### src/pep_pkg.sv
// package of types, widths and constants for the polar echo to pixel converter
`timescale 1ns / 1ps
`default_nettype none

package pep_pkg;

    // field widths
    localparam int ANGLE_W  = 14;
    localparam int RADIAL_W = 10;
    localparam int ECHO_W   = 8;
    localparam int RAD_W    = 11;
    localparam int PIX_W    = 11;
    localparam int INDEX_W  = 22;

    // fixed design constants
    localparam int MAX_RADIUS     = 1024;
    localparam int ANGLE_STEPS    = 8196;
    localparam int TRIG_FRAC_BITS = 15;

    localparam logic [RAD_W-1:0] RADIUS_RESET = RAD_W'(1024);

    // signed sine and cosine width
    localparam int TRIG_W = TRIG_FRAC_BITS + 3;

    // angle to phase: p = a * STEP_Q + floor(a * STEP_R / ANGLE_STEPS)
    localparam int ANGLE_LOG = $clog2(ANGLE_STEPS);
    localparam int NUM_W     = ANGLE_W + ANGLE_LOG;
    localparam int RECIP_W   = NUM_W - ANGLE_LOG + 1;
    localparam logic [31:0]          STEP_Q     = 32'((64'd1 << 32) / ANGLE_STEPS);
    localparam logic [ANGLE_LOG-1:0] STEP_R     = ANGLE_LOG'((64'd1 << 32) % ANGLE_STEPS);
    localparam logic [RECIP_W-1:0]   STEP_RECIP = RECIP_W'((64'd1 << NUM_W) / ANGLE_STEPS);

    // q30 sine series
    localparam logic [30:0] Q30_ONE      = 31'h4000_0000;
    localparam logic [30:0] HALF_PI_Q30  = 31'd1686629713;
    localparam logic [31:0] QUARTER_TURN = 32'h4000_0000;
    localparam int HORNER_TERMS = 6;

    // pipeline depths
    localparam int PHASE_STAGES = 4;
    localparam int SINE_STAGES  = 5 + 3 * HORNER_TERMS;
    localparam int COORD_STAGES = 4;
    localparam int SIDE_STAGES  = PHASE_STAGES + SINE_STAGES;
    localparam int PIPE_STAGES  = SIDE_STAGES + COORD_STAGES;

    typedef struct packed {
        logic [ANGLE_W-1:0]  spoke_angle;
        logic [RADIAL_W-1:0] radial_index;
        logic [ECHO_W-1:0]   echo_value;
    } pep_in_t;

    typedef struct packed {
        logic [PIX_W-1:0]   pixel_x;
        logic [PIX_W-1:0]   pixel_y;
        logic [INDEX_W-1:0] pixel_index;
        logic [ECHO_W-1:0]  intensity;
    } pep_out_t;

endpackage

`default_nettype wire

### src/pep_coord.sv
// pixel coordinates, image bounds test and linear pixel index
`timescale 1ns / 1ps
`default_nettype none

module pep_coord (
    input  logic                               aclk,
    input  logic                               en,
    input  logic [pep_pkg::RAD_W-1:0]          radius,
    input  logic signed [pep_pkg::TRIG_W-1:0]  cos_val,
    input  logic signed [pep_pkg::TRIG_W-1:0]  sin_val,
    input  logic [pep_pkg::RADIAL_W-1:0]       radial,
    input  logic [pep_pkg::ECHO_W-1:0]         echo,
    output logic                               keep,
    output pep_pkg::pep_out_t                  pix
);
    import pep_pkg::*;

    localparam int PROD_W = RADIAL_W + 1 + TRIG_W;
    localparam int SUM_W  = PROD_W + 1;
    localparam int CRD_W  = SUM_W - TRIG_FRAC_BITS + 1;
    localparam logic [SUM_W-1:0] RND_HALF = SUM_W'(1) << (TRIG_FRAC_BITS - 1);

    logic [RAD_W-1:0]          c;
    logic [RAD_W:0]            w;
    logic signed [PROD_W-1:0]  px_reg;
    logic signed [PROD_W-1:0]  py_reg;
    logic [ECHO_W-1:0]         echo0_reg;
    logic signed [CRD_W-1:0]   x_reg;
    logic signed [CRD_W-1:0]   y_reg;
    logic [ECHO_W-1:0]         echo1_reg;
    logic                      keep_reg;
    logic [PIX_W-1:0]          x2_reg;
    logic [PIX_W-1:0]          y2_reg;
    logic [INDEX_W-1:0]        ymul_reg;
    logic [ECHO_W-1:0]         echo2_reg;
    pep_out_t                  pix_reg;
    logic                      x_ok;
    logic                      y_ok;

    // c + r*trig, rounded half away from zero
    function automatic logic signed [CRD_W-1:0] round_coord(
        input logic signed [PROD_W-1:0] p,
        input logic [RAD_W-1:0]         cc
    );
        logic signed [SUM_W-1:0] v;
        logic [SUM_W-1:0]        mag;
        logic [SUM_W-1:0]        sum;
        logic [SUM_W-TRIG_FRAC_BITS-1:0] rnd;
        logic                    neg;
        v   = $signed(SUM_W'({cc, {TRIG_FRAC_BITS{1'b0}}})) + SUM_W'(p);
        neg = v[SUM_W-1];
        mag = neg ? -v : v;
        sum = mag + RND_HALF;
        rnd = sum[SUM_W-1:TRIG_FRAC_BITS];
        return neg ? -$signed(CRD_W'(rnd)) : $signed(CRD_W'(rnd));
    endfunction

    always_comb begin
        if (radius > RAD_W'(MAX_RADIUS)) begin
            c = RAD_W'(MAX_RADIUS);
        end else begin
            c = radius;
        end
        w    = {c, 1'b0};
        x_ok = !x_reg[CRD_W-1] && (x_reg[CRD_W-2:0] < (CRD_W-1)'(w));
        y_ok = !y_reg[CRD_W-1] && (y_reg[CRD_W-2:0] < (CRD_W-1)'(w));
    end

    always_ff @(posedge aclk) begin
        if (en) begin
            px_reg    <= PROD_W'($signed({1'b0, radial})) * PROD_W'(cos_val);
            py_reg    <= PROD_W'($signed({1'b0, radial})) * PROD_W'(sin_val);
            echo0_reg <= echo;

            x_reg     <= round_coord(px_reg, c);
            y_reg     <= round_coord(py_reg, c);
            echo1_reg <= echo0_reg;

            keep_reg  <= x_ok && y_ok;
            x2_reg    <= x_reg[PIX_W-1:0];
            y2_reg    <= y_reg[PIX_W-1:0];
            ymul_reg  <= INDEX_W'(y_reg[PIX_W-1:0]) * INDEX_W'(w);
            echo2_reg <= echo1_reg;

            pix_reg.pixel_x     <= x2_reg;
            pix_reg.pixel_y     <= y2_reg;
            pix_reg.pixel_index <= ymul_reg + INDEX_W'(x2_reg);
            pix_reg.intensity   <= echo2_reg;
        end
    end

    assign keep = keep_reg;
    assign pix  = pix_reg;

endmodule

`default_nettype wire

### config.mk
export PLATFORM = sky130hd
export DESIGN_NAME = pep_coord
export DESIGN_NICKNAME = d
export VERILOG_FILES = /design/src/pep_pkg.sv /design/src/pep_coord.sv
export SDC_FILE = /design/constraint.sdc
export NUM_CORES = 2
export LEC_CHECK = 0
export BUFFER_PORTS_ARGS = -buffer_cell sky130_fd_sc_hd__buf_2
export CAP_MARGIN = 20
export CORE_MARGIN = 2
export CORE_UTILIZATION = 45
export DETAILED_ROUTE_END_ITERATION = 6
export MAX_ROUTING_LAYER = met4
export SYNTH_ARGS = -nofsm -noshare
export SYNTH_HDL_FRONTEND = slang
export SYNTH_SLANG_ARGS = --single-unit
### constraint.sdc
create_clock -name aclk -period 18.1 [get_ports aclk]
set_input_delay 1.81 -clock aclk [delete_from_list [all_inputs] [get_ports aclk]]
set_output_delay 1.81 -clock aclk [all_outputs]
set_load 0.005 [all_outputs]
==> results.sh <==
export IMPL_synth_warnings=0
export IMPL_drc=0
export IMPL_synth_top_area_share=0.286
export IMPL_yosys_top_cells_count="inv_1 (481), fa_1 (404), nand2_1 (303), and2_1 (252), ha_1 (252)"
export IMPL_synth_distinct_cells=80
export IMPL_root_buffer="clkbuf_16"
export IMPL_min_path_cells=0
export IMPL_min_period_over_period=0.421
export IMPL_worstSetupEndpointType="flip-flop"
export IMPL_cp_required_ps=18360
export IMPL_hold_class="reg2reg"
export IMPL_largest_reg_flops=51
export IMPL_first_iter_violations=1035
export IMPL_async_flop_share=0
export IMPL_routed_via_count=19600
export IMPL_period_needed_ps=7630
export IMPL_yosysMostFrequentCell="inv_1"
export IMPL_layout_drive_gt1_share=0.0715
export IMPL_slew_headroom=0.376
export IMPL_min_from="y2_reg[3]"
export IMPL_crit_arrival_ps=7890
export IMPL_critPathMaxStageDelay_ps=710
export IMPL_post_cts_buffers=0
export IMPL_peakVddDrop_mv=0.104
export IMPL_crit_chain="buf_2, nand2_1, fa_1, inv_1, fa_1, inv_1, fa_1, inv_1, fa_1, inv_1, fa_1, inv_1, ha_1, and2_1, o311a_1, o311ai_0, o21ai_0, a211o_1, o211ai_1, o21bai_1, a21oi_1, xnor2_1"
export IMPL_portBuffers=119
export IMPL_synth_nets=3615
export IMPL_core_area_sq_mm=0.0619
export IMPL_tightest_slew_ps=927
export IMPL_r2r_cells=21
export IMPL_nets=3659
export IMPL_finalSetupViolations=0
export IMPL_routed_wirelength_mm=61.3
export IMPL_power_density_mw_per_mm2=200
export IMPL_cts_resized=0
export IMPL_grt_pass1_wl_mm=104
export IMPL_firstDrtPassIters=5
export IMPL_place_congestion=0.865
export IMPL_start_util=0.457
export IMPL_dpl_worst_slack_ps=9900
export IMPL_yosysTopAreaCell="fa_1"
export IMPL_r2r_slack_ps=12080
export IMPL_final_util=0.490
export IMPL_htree_levels=1
export IMPL_finClkSkew_ps=16.5
export IMPL_clkTransAtPathRegs_ps=60
export IMPL_die_w_um=255
export IMPL_die_y_um=255
export IMPL_io_pins=120
export IMPL_insertion_delay_ps=530
export IMPL_syn_area_sq_mm=0.0283
export IMPL_area_growth_pct=7.12
export IMPL_fin_ws_ps=10470
export IMPL_ys_flop_type="edfxtp_1"
export IMPL_cts_hold_buf=0
export IMPL_holdPathEnd="pix[33]"
export IMPL_r2r_start="y_reg[1]"
export IMPL_n_fill_cell=5880
export IMPL_grt_pass1_vias=21000
export IMPL_fmax_mhz=131
export IMPL_critPathLaunchType="input port"
export IMPL_cts_tree="yes"
export IMPL_path_class="in2reg"
export IMPL_finalHoldViolCount=0
export IMPL_crit_fanout=36
export IMPL_r2r_end="ymul_reg[20]"
export IMPL_netlist_instances=2892
export IMPL_grt_max_degree=140
export IMPL_via_per_inst=5.18
export IMPL_synth_edf_count=209
export IMPL_clockBufferDepth=3
export IMPL_rsz0062_at_grt="false"
export IMPL_track_usage=0.204
export IMPL_dpl_hpwl_mm=49.0
export IMPL_yosysSeqAreaShare=0.222
export IMPL_p_leak_nw=13.6
export IMPL_seq_area_sq_mm=0.00628
export IMPL_outcome="complete, no violations"
export IMPL_cpMaxStageDelayCell="o311ai_0"
export IMPL_antenna_found_initial=2
export IMPL_avgSynthCellArea_sq_um=9.79
export IMPL_rows=91
export IMPL_tns_ps=0
export IMPL_yosys_register_bits=209
export IMPL_drv_cap=0
export IMPL_ant_nets=0
export IMPL_cts_buffers=23
export IMPL_die_area_sq_mm=0.0649
export IMPL_slew_violations=0
export IMPL_cts_sink_count=209
export IMPL_synth_top_cells_by_area="fa_1 (29%), edfxtp_1 (22%), ha_1 (11%), inv_1 (6.4%), and2_1 (5.6%)"
export IMPL_multiInputGateArea_sq_mm=0.0197
export IMPL_grt_overflow_total=0
export IMPL_wl_per_cell_um=16.2
## layout make-up
type                    instances  area share
flip-flops and latches        209       0.207
multi-input cells            2085       0.651
well taps                     837      0.0345
clock buffers                  26      0.0194
clock inverters                15     0.00355
diodes                          2    0.000165
repair buffers                136      0.0248
inverters                     481      0.0595
## layout by cell type (no fill, tap or decap), types with 6 or more instances in the layout
master     instances
or3_1             20
clkbuf_16         23
o211ai_1           6
nor2_1           113
o21bai_1          12
o21ai_0           73
xor2_1            46
ha_1             252
a21oi_1           88
inv_1            481
or2_2             10
nor3_1            35
a31oi_1           15
edfxtp_1         209
a211oi_1          10
a21o_1            33
xnor2_1          129
nand4_1           10
nand2b_1          18
nor2b_1           25
nand2_1          303
nor4_1            18
nand3_1           47
and3_1            17
a21boi_0          11
clkinv_2           6
o31ai_1           15
fa_1             404
and2_1           252
o21a_1            16
buf_2            118
buf_4             16
## critical path, delay by kind of cell
| family | cells | cell delay (ps) |
|---|---|---|
| adders and majority gates | 6 | 2860 |
| AOI/OAI and AO/OA | 7 | 1880 |
| buffers and inverters | 6 | 870 |
| and+or+nand+nor | 2 | 360 |
| xor gates and xnor gates | 1 | 90 |
## worst max-delay path by stage
stage | startpoint | to | cells past startpoint
6_report | radial[2] | px_reg[28] | 22
2_1_floorplan | radial[2] | px_reg[28] | 23
5_1_grt | radial[4] | py_reg[27] | 23
4_1_cts | radial[2] | px_reg[28] | 22
3_3_place_gp | radial[2] | px_reg[28] | 22
3_5_place_dp | radial[2] | px_reg[28] | 22
## routing by layer
metal  up-vias  track usage  wire length [um]
met5         -            -                 0
met4         0       0.0378               808
met3        51       0.0192              2230
met2       352        0.351             30200
met1      9838        0.265             28100
li1       9406            -                 -
## report_power, final
| part | switching [mW] | total, mW | internal (mW) |
|---|---|---|---|
| combinational | 2.55 | 4.51 | 1.96 |
| clock | 0.190 | 0.438 | 0.248 |
| sequential | 0.146 | 1.13 | 0.983 |
| total | 2.89 | 6.07 | 3.19 |
## per-stage QoR
step | std cells | area (sq um) | power [mW] | hold slack [ps]
final | 3791 | 30300 | 6.07 | 417
after global routing | 3791 | 30300 | 6.83 | 425
after global placement | 3747 | 29600 | 5.55 | 400
after floorplan | 2892 | 28300 | 4.68 | 400
after detailed placement | 3747 | 29600 | 5.65 | 405
after CTS | 3788 | 30300 | 6.13 | 417
## cell families (layout without fill, tap and decap cells)
family          count (synthesis)  after routing  share of synthesized area
fa+ha+maj                     656            656                      0.397
mux                             8              8                    0.00345
compound gates                339            339                     0.0780
simple gates                  905            905                      0.164
other cells                     0              2                          0
xor+xnor                      177            177                     0.0553
flops                         209            209                      0.222
buf+inv                       598            658                     0.0808
Note: power is estimated with default switching activity, not from simulation.
