## config.mk

```make
export PLATFORM = sky130hd
export DESIGN_NAME = pep_phase
export DESIGN_NICKNAME = d
export VERILOG_FILES = /design/src/pep_pkg.sv /design/src/pep_phase.sv
export SDC_FILE = /design/constraint.sdc
export NUM_CORES = 1
export LEC_CHECK = 0
export ABC_AREA = 1
export BUFFER_PORTS_ARGS = -buffer_cell sky130_fd_sc_hd__buf_2
export CAP_MARGIN = 30
export CORE_ASPECT_RATIO = 1.4
export CORE_UTILIZATION = 30
export CTS_CLUSTER_DIAMETER = 200
export DETAILED_ROUTE_END_ITERATION = 10
export GPL_ROUTABILITY_DRIVEN = 0
export GPL_TIMING_DRIVEN = 0
export PLACE_DENSITY = 0.43
export SLEW_MARGIN = 20
export SYNTH_ARGS = -nofsm -noshare
export SYNTH_HDL_FRONTEND = slang
export SYNTH_SLANG_ARGS = --single-unit
```

## constraint.sdc

```tcl
create_clock -name aclk -period 5.2 [get_ports aclk]
set_input_delay 0.26 -clock aclk [delete_from_list [all_inputs] [get_ports aclk]]
set_output_delay 0.26 -clock aclk [all_outputs]
set_load 0.02 [all_outputs]
```

## src/pep_pkg.sv

```systemverilog
// package of types, widths and constants for the polar echo to pixel converter
`timescale 1ns / 1ps
`default_nettype none

package pep_pkg;

    // field widths
    localparam int ANGLE_W  = 14;
    localparam int RADIAL_W = 10;
    localparam int ECHO_W   = 8;
    localparam int RAD_W    = 11;
    localparam int PIX_W    = 11;
    localparam int INDEX_W  = 22;

    // fixed design constants
    localparam int MAX_RADIUS     = 1024;
    localparam int ANGLE_STEPS    = 8196;
    localparam int TRIG_FRAC_BITS = 15;

    localparam logic [RAD_W-1:0] RADIUS_RESET = RAD_W'(1024);

    // signed sine and cosine width
    localparam int TRIG_W = TRIG_FRAC_BITS + 3;

    // angle to phase: p = a * STEP_Q + floor(a * STEP_R / ANGLE_STEPS)
    localparam int ANGLE_LOG = $clog2(ANGLE_STEPS);
    localparam int NUM_W     = ANGLE_W + ANGLE_LOG;
    localparam int RECIP_W   = NUM_W - ANGLE_LOG + 1;
    localparam logic [31:0]          STEP_Q     = 32'((64'd1 << 32) / ANGLE_STEPS);
    localparam logic [ANGLE_LOG-1:0] STEP_R     = ANGLE_LOG'((64'd1 << 32) % ANGLE_STEPS);
    localparam logic [RECIP_W-1:0]   STEP_RECIP = RECIP_W'((64'd1 << NUM_W) / ANGLE_STEPS);

    // q30 sine series
    localparam logic [30:0] Q30_ONE      = 31'h4000_0000;
    localparam logic [30:0] HALF_PI_Q30  = 31'd1686629713;
    localparam logic [31:0] QUARTER_TURN = 32'h4000_0000;
    localparam int HORNER_TERMS = 6;

    // pipeline depths
    localparam int PHASE_STAGES = 4;
    localparam int SINE_STAGES  = 5 + 3 * HORNER_TERMS;
    localparam int COORD_STAGES = 4;
    localparam int SIDE_STAGES  = PHASE_STAGES + SINE_STAGES;
    localparam int PIPE_STAGES  = SIDE_STAGES + COORD_STAGES;

    typedef struct packed {
        logic [ANGLE_W-1:0]  spoke_angle;
        logic [RADIAL_W-1:0] radial_index;
        logic [ECHO_W-1:0]   echo_value;
    } pep_in_t;

    typedef struct packed {
        logic [PIX_W-1:0]   pixel_x;
        logic [PIX_W-1:0]   pixel_y;
        logic [INDEX_W-1:0] pixel_index;
        logic [ECHO_W-1:0]  intensity;
    } pep_out_t;

endpackage

`default_nettype wire

```

## src/pep_phase.sv

```systemverilog
// angle reduction and conversion of the spoke angle to a 32-bit turn phase
`timescale 1ns / 1ps
`default_nettype none

module pep_phase (
    input  logic                        aclk,
    input  logic                        en,
    input  logic [pep_pkg::ANGLE_W-1:0] spoke_angle,
    output logic [31:0]                 phase
);
    import pep_pkg::*;

    logic [ANGLE_W-1:0]       a_reg;
    logic [ANGLE_W-1:0]       a_next;
    logic [NUM_W-1:0]         n_reg;
    logic [NUM_W-1:0]         n2_reg;
    logic [31:0]              base_reg;
    logic [31:0]              base2_reg;
    logic [ANGLE_W-1:0]       q0_reg;
    logic [31:0]              phase_reg;
    logic [NUM_W+RECIP_W-1:0] mq;
    logic [NUM_W-1:0]         rem;
    logic [ANGLE_W-1:0]       q;

    // input stays below twice the step count
    always_comb begin
        if (32'(spoke_angle) >= ANGLE_STEPS) begin
            a_next = spoke_angle - ANGLE_W'(ANGLE_STEPS);
        end else begin
            a_next = spoke_angle;
        end
    end

    always_comb begin
        mq  = (NUM_W+RECIP_W)'(n_reg) * (NUM_W+RECIP_W)'(STEP_RECIP);
        rem = n2_reg - NUM_W'(32'(q0_reg) * 32'(ANGLE_STEPS));
        q   = q0_reg + ANGLE_W'(rem >= NUM_W'(ANGLE_STEPS));
    end

    always_ff @(posedge aclk) begin
        if (en) begin
            a_reg     <= a_next;
            n_reg     <= NUM_W'(a_reg) * NUM_W'(STEP_R);
            base_reg  <= 32'(a_reg) * STEP_Q;
            q0_reg    <= mq[NUM_W +: ANGLE_W];
            n2_reg    <= n_reg;
            base2_reg <= base_reg;
            phase_reg <= base2_reg + 32'(q);
        end
    end

    assign phase = phase_reg;

endmodule

`default_nettype wire

```

==> qor.yml, run 1 <==
status: "complete, but fails checks"
violations: "design-rule violations"
synth.most_common_cell: "inv_1"
yosys-top-cells-area: "edfxtp_1 30%, fa_1 25%, ha_1 13%"
final_cells: 2006
grt_pass1_wl_um: 50360
end_kind: "flip-flop"
start_util_pct: 30.62
antennaDiodeCount: 0
crit_fanout: 5
hold_depth: 1
reg2reg_depth: 11
async_flop_share_pct: 0
core_area_um2: 43350
first_pass_iters: 8
synth_nets: 1657
synth_edf_count: 131
fmax_ghz: 0.1993
drive_gt1_share_pct: 12.79
yosys.area.top_type: "edfxtp_1"
grt_max_degree: 81
slew_viol_final: 0
die_area_um2: 45100
grt.total_usage_pct: 14.28
drc: 5
synth_area_um2: 13270
r2r_setup_slack_ps: 180
holdWs_ps: 47.05
rows: 90
ys_warn_count: 0
grt_overflow: 0
avgSynthCellArea_um2: 9.921
hold_path_end: "a_reg[0]"
n_fill_cell: 4380
hpwl_um: 26000
ctsLongestPathBuffers: 2
dp_slack_ps: -144.0
antenna_found_initial: 0
ant_nets: 0
clkTransAtPathRegs_ps: 60
num_vias: 8900
setup_ws_ps: 182.2
grt_pass1_vias: 9658
cts_buffers: 17
yosysSeqAreaShare_pct: 29.64
slew_headroom_pct: 61.91
hp-class: "input port to flip-flop"
tightest_slew_ps: 566.6
die-height_um: 250.9
viasPerCell: 4.437
synthTopCellsByCount: "303 x inv_1, 218 x nand2_1, 166 x fa_1"
finalSetupViolCount: 0
synthCells: 1338
fin_crit_sh_pct: 96.50
port_buffers: 47
wirelength_um: 30470
rr_endpoint: "q0_reg[8]"
maxCapViolCount: 0
nets: 1762
required_ps: 5350
synth_top_area_share_pct: 29.64
r2r_start: "n_reg[18]"
h-tree-depth: 4
min_from: "spoke_angle[0]"
synth-main-ff-cell: "edfxtp_1"
clock_latency_ps: 420
clockRootBuffer: "clkbuf_16"
area_growth_syn_to_layout_pct: 15.43
cts_tree: "built"
ys_ff_latch: 131
cts_sinks: 131
routedWlPerCell_um: 15.19
yosysUniqueCellTypes: 39
post-route-util_pct: 35.34
die_x_um: 179.8
drt_iter0_markers: 343
timing_worst_setup_path_type: "flip-flop to flip-flop"
arrival_ps: 5170
crit_path_start_kind: "flip-flop"
hold_viol: 0
ios: 48
dp_cells: 1938
fin_crit_ps: 5018
skew_ps: 11.64
largest_reg_flops: 32
rsz0062_at_grt: "true"
==> layout by cell type (no fill, tap or decap), types with 4 or more instances in the layout <==
master and instances:
nor3_2 4, nand3b_1 5, inv_2 4, xnor2_1 23
nand4_1 18, inv_1 299, nand3_2 4, nor4_4 4
buf_4 38, fa_2 11, nor2_1 74, a21oi_1 48
o21bai_1 8, o21ai_0 18, edfxtp_1 131, o21ai_2 4
nand2_2 8, xor2_1 48, a21oi_2 5, ha_2 4
nor2_4 4, nor3_1 11, nor4_1 4, nor2_2 5
ha_1 132, clkbuf_16 17, a21o_1 8, nand3_1 54
nand2_1 213, fa_1 155, buf_2 46
==> worst max-delay path, cell delays in order, from the launching register on <==
cell and delay, ps:
edfxtp_1 590, fa_1 750, fa_1 470, fa_1 520, fa_1 540, fa_1 490, ha_1 370, a21oi_1 260
o21ai_0 160, a211oi_1 270, nand3_1 150, xor2_1 180
==> cells by family after synthesis <==
kind of cell / Yosys count / synth area share, %
flops: 131 / 29.64
buf+inv: 304 / 8.596
fa+ha+maj: 303 / 37.95
simple gates: 416 / 13.98
compound gates: 110 / 4.902
xor+xnor: 74 / 4.939
==> routing by layer <==
metal	routed length [µm]	GRT usage, %	vias up	share of wire (%)
met5	0	0	-	0
met4	628	4.384	0	2.1
met3	426	1.333	25	1.4
met2	16300	27.37	87	53
met1	13110	16.60	4314	43
li1	-	-	4474	-
==> per-stage QoR <==
stage	instance area (µm²)	setup TNS, ps
final	15320	0
after global routing	15320	-45.29
after CTS	14910	0
after detailed placement	14230	-799.3
after global placement	14200	-597.3
after floorplan	13270	0
==> final cells by class <==
type | instances | area (µm²) | area share, %
clock buffer | 17 | 425.4 | 2.776
multi-input combinational | 903 | 8414 | 54.92
inverter | 304 | 1144 | 7.464
clock inverter | 13 | 160.2 | 1.045
sequential | 131 | 3934 | 25.67
tap | 552 | 690.7 | 4.508
timing repair buffer | 86 | 554.3 | 3.618
==> worst max path at each step <==
stage | end | cells after the start | from
3_3_place_gp | q0_reg[9] | 15 | n_reg[14]
3_5_place_dp | q0_reg[9] | 15 | n_reg[14]
4_1_cts | base_reg[26] | 16 | a_reg[6]
6_report | q0_reg[8] | 11 | n_reg[18]
2_1_floorplan | q0_reg[5] | 16 | n_reg[14]
5_1_grt | q0_reg[10] | 15 | n_reg[14]
==> timing repair <==
item / in CTS / in global routing
setup buffers: 12 / 26
hold buffers: 0 / 0
endpoints found under the setup margin: 13 / 35
pin swaps: 0 / 4
resized for setup: 0 / 56
Power of run 1 is not shown: default switching activity piles up to over one toggle a cycle in this logic, so the estimate is an artifact.
==> inputs of run 2 (changes only) <==
Settings changed: PLACE_DENSITY 0.43 to unset.
==> run 2 against run 1 <==
Net effect: the run still ends with design-rule violations left; setup slack gained 43 ps; global-route usage shrank 0.79 points; clock skew grew 3.4 ps.
==> qor.yml, run 2 (synthesized netlist as in run 1, its figures left out) <==
status: "complete, but fails checks"
violations: "design-rule violations"
hpwl_um: 24090
crit_fanout: 4
drive_gt1_share_pct: 12.91
antenna_found_initial: 0
arrival_ps: 5140
critical-path-slowest-cell: "fa_2"
grt_overflow: 0
die_x_um: 179.8
start_util_pct: 30.62
antennaDiodeCount: 0
cp_num_buf_inv: 5
clockRootBuffer: "clkbuf_16"
drt_iter0_markers: 485
n_fill_cell: 4285
layout_commonest_cell: "inv_1"
routedWlPerCell_um: 14.38
grt_max_degree: 84
viasPerCell: 4.573
setup_ws_ps: 225.0
clkTransAtPathRegs_ps: 70
cts_sinks: 131
dp_slack_ps: -143.0
timing_worst_setup_path_type: "flip-flop to flip-flop"
finalSetupViolCount: 0
cts_tree: "built"
h-tree-depth: 4
required_ps: 5360
port_buffers: 47
path_delay_family: "adder cells"
hold_viol: 0
first_pass_iters: 8
nets: 1778
maxCapViolCount: 0
rows: 90
tightest_slew_ps: 521.4
num_vias: 9256
fin_crit_sh_pct: 95.67
die-height_um: 250.9
skew_ps: 15.03
grt.total_usage_pct: 13.49
max_stage_delay_ps: 650
r2r_setup_slack_ps: 230
fin_crit_ps: 4975
area_growth_syn_to_layout_pct: 15.79
grt_pass1_wl_um: 48530
end_kind: "flip-flop"
ios: 48
ctsLongestPathBuffers: 2
grt_pass1_vias: 9953
final_cell_mix: "301 x inv_1, 218 x nand2_1, 159 x fa_1"
slew_viol_final: 0
drc: 3
crit_path_start_kind: "flip-flop"
clock_latency_ps: 430
largest_reg_flops: 32
crit_chain: "fa_2 -> inv_1 -> fa_1 -> inv_1 -> fa_1 -> inv_1 -> fa_1 -> inv_1 -> fa_1 -> ha_1 -> nand2_1 -> nor2_2 -> inv_1 -> o21ai_1 -> a21oi_1 -> xnor2_1"
core_area_um2: 43350
ant_nets: 0
slew_headroom_pct: 64.94
fmax_ghz: 0.2010
rsz0062_at_grt: "true"
hp-class: "input port to flip-flop"
cp_common_cell: "inv_1"
wirelength_um: 29100
cts_buffers: 17
die_area_um2: 45100
==> run 2: cell types whose count changed in the layout (fill, tap and decap cells not counted), sizes merged <==
cell / previous run / this run
buf: 86 / 102
inv: 306 / 314
bufinv: 3 / 0
clkinvlp: 3 / 0
==> run 2: area by class of cell <==
type / instances / area (µm²) / area share, %
Multi-Input combinational cell: 903 / 8323 / 54.15
Sequential cell: 131 / 3934 / 25.59
Inverter: 304 / 1141 / 7.424
Tap cell: 552 / 690.7 / 4.494
Timing Repair Buffer: 102 / 674.4 / 4.388
Clock buffer: 17 / 425.4 / 2.768
Clock inverter: 15 / 181.4 / 1.180
==> run 2: final timing paths <==
kind | cells after the start | endpoint | from
max | 16 | base_reg[25] | a_reg[5]
min | 1 | a_reg[1] | spoke_angle[1]
max reg2reg | 16 | base_reg[25] | a_reg[5]
min reg2reg | 0 | base2_reg[16] | base_reg[16]
==> run 2: per-layer routing <==
metal  GRT usage [%]  wire length, µm
met5               0                0
met4           4.951              985
met3           1.521              709
met2           26.33            15820
met1           14.82            11580
==> run 2: timing repair <==
action	4_1_cts	5_1_grt
endpoints found under the setup margin	9	29
hold buffers	0	0
endpoints found under the hold margin	0	0
buffers inserted	7	47
pin swaps	0	5
gates resized for setup	2	33
==> run 2: through the flow <==
| stage | cell area [µm²] | TNS [ps] | instances | hold WS [ps] | util (%) |
|---|---|---|---|---|---|
| after floorplan | 13270 | 0 | 1338 | 358.9 | - |
| after global placement | 14200 | -57.96 | 1937 | 402.4 | 32.75 |
| after detailed placement | 14230 | -327.2 | 1938 | 405.4 | 32.83 |
| after CTS | 14900 | 0 | 1977 | 24.19 | 34.37 |
| after global routing | 15370 | -17.59 | 2024 | 27.27 | 35.45 |
| final | 15370 | 0 | 2024 | 35.83 | 35.45 |
==> run 2: worst register-to-register path, cell delays in order, from the launching register on <==
cell	delay, ps
edfxtp_1	500
fa_2	650
inv_1	70
fa_1	550
inv_1	70
fa_1	540
inv_1	60
fa_1	530
inv_1	60
fa_1	470
ha_1	370
nand2_1	150
nor2_2	180
inv_1	50
o21ai_1	210
a21oi_1	110
xnor2_1	140
Power of run 2 is left out for the same reason.
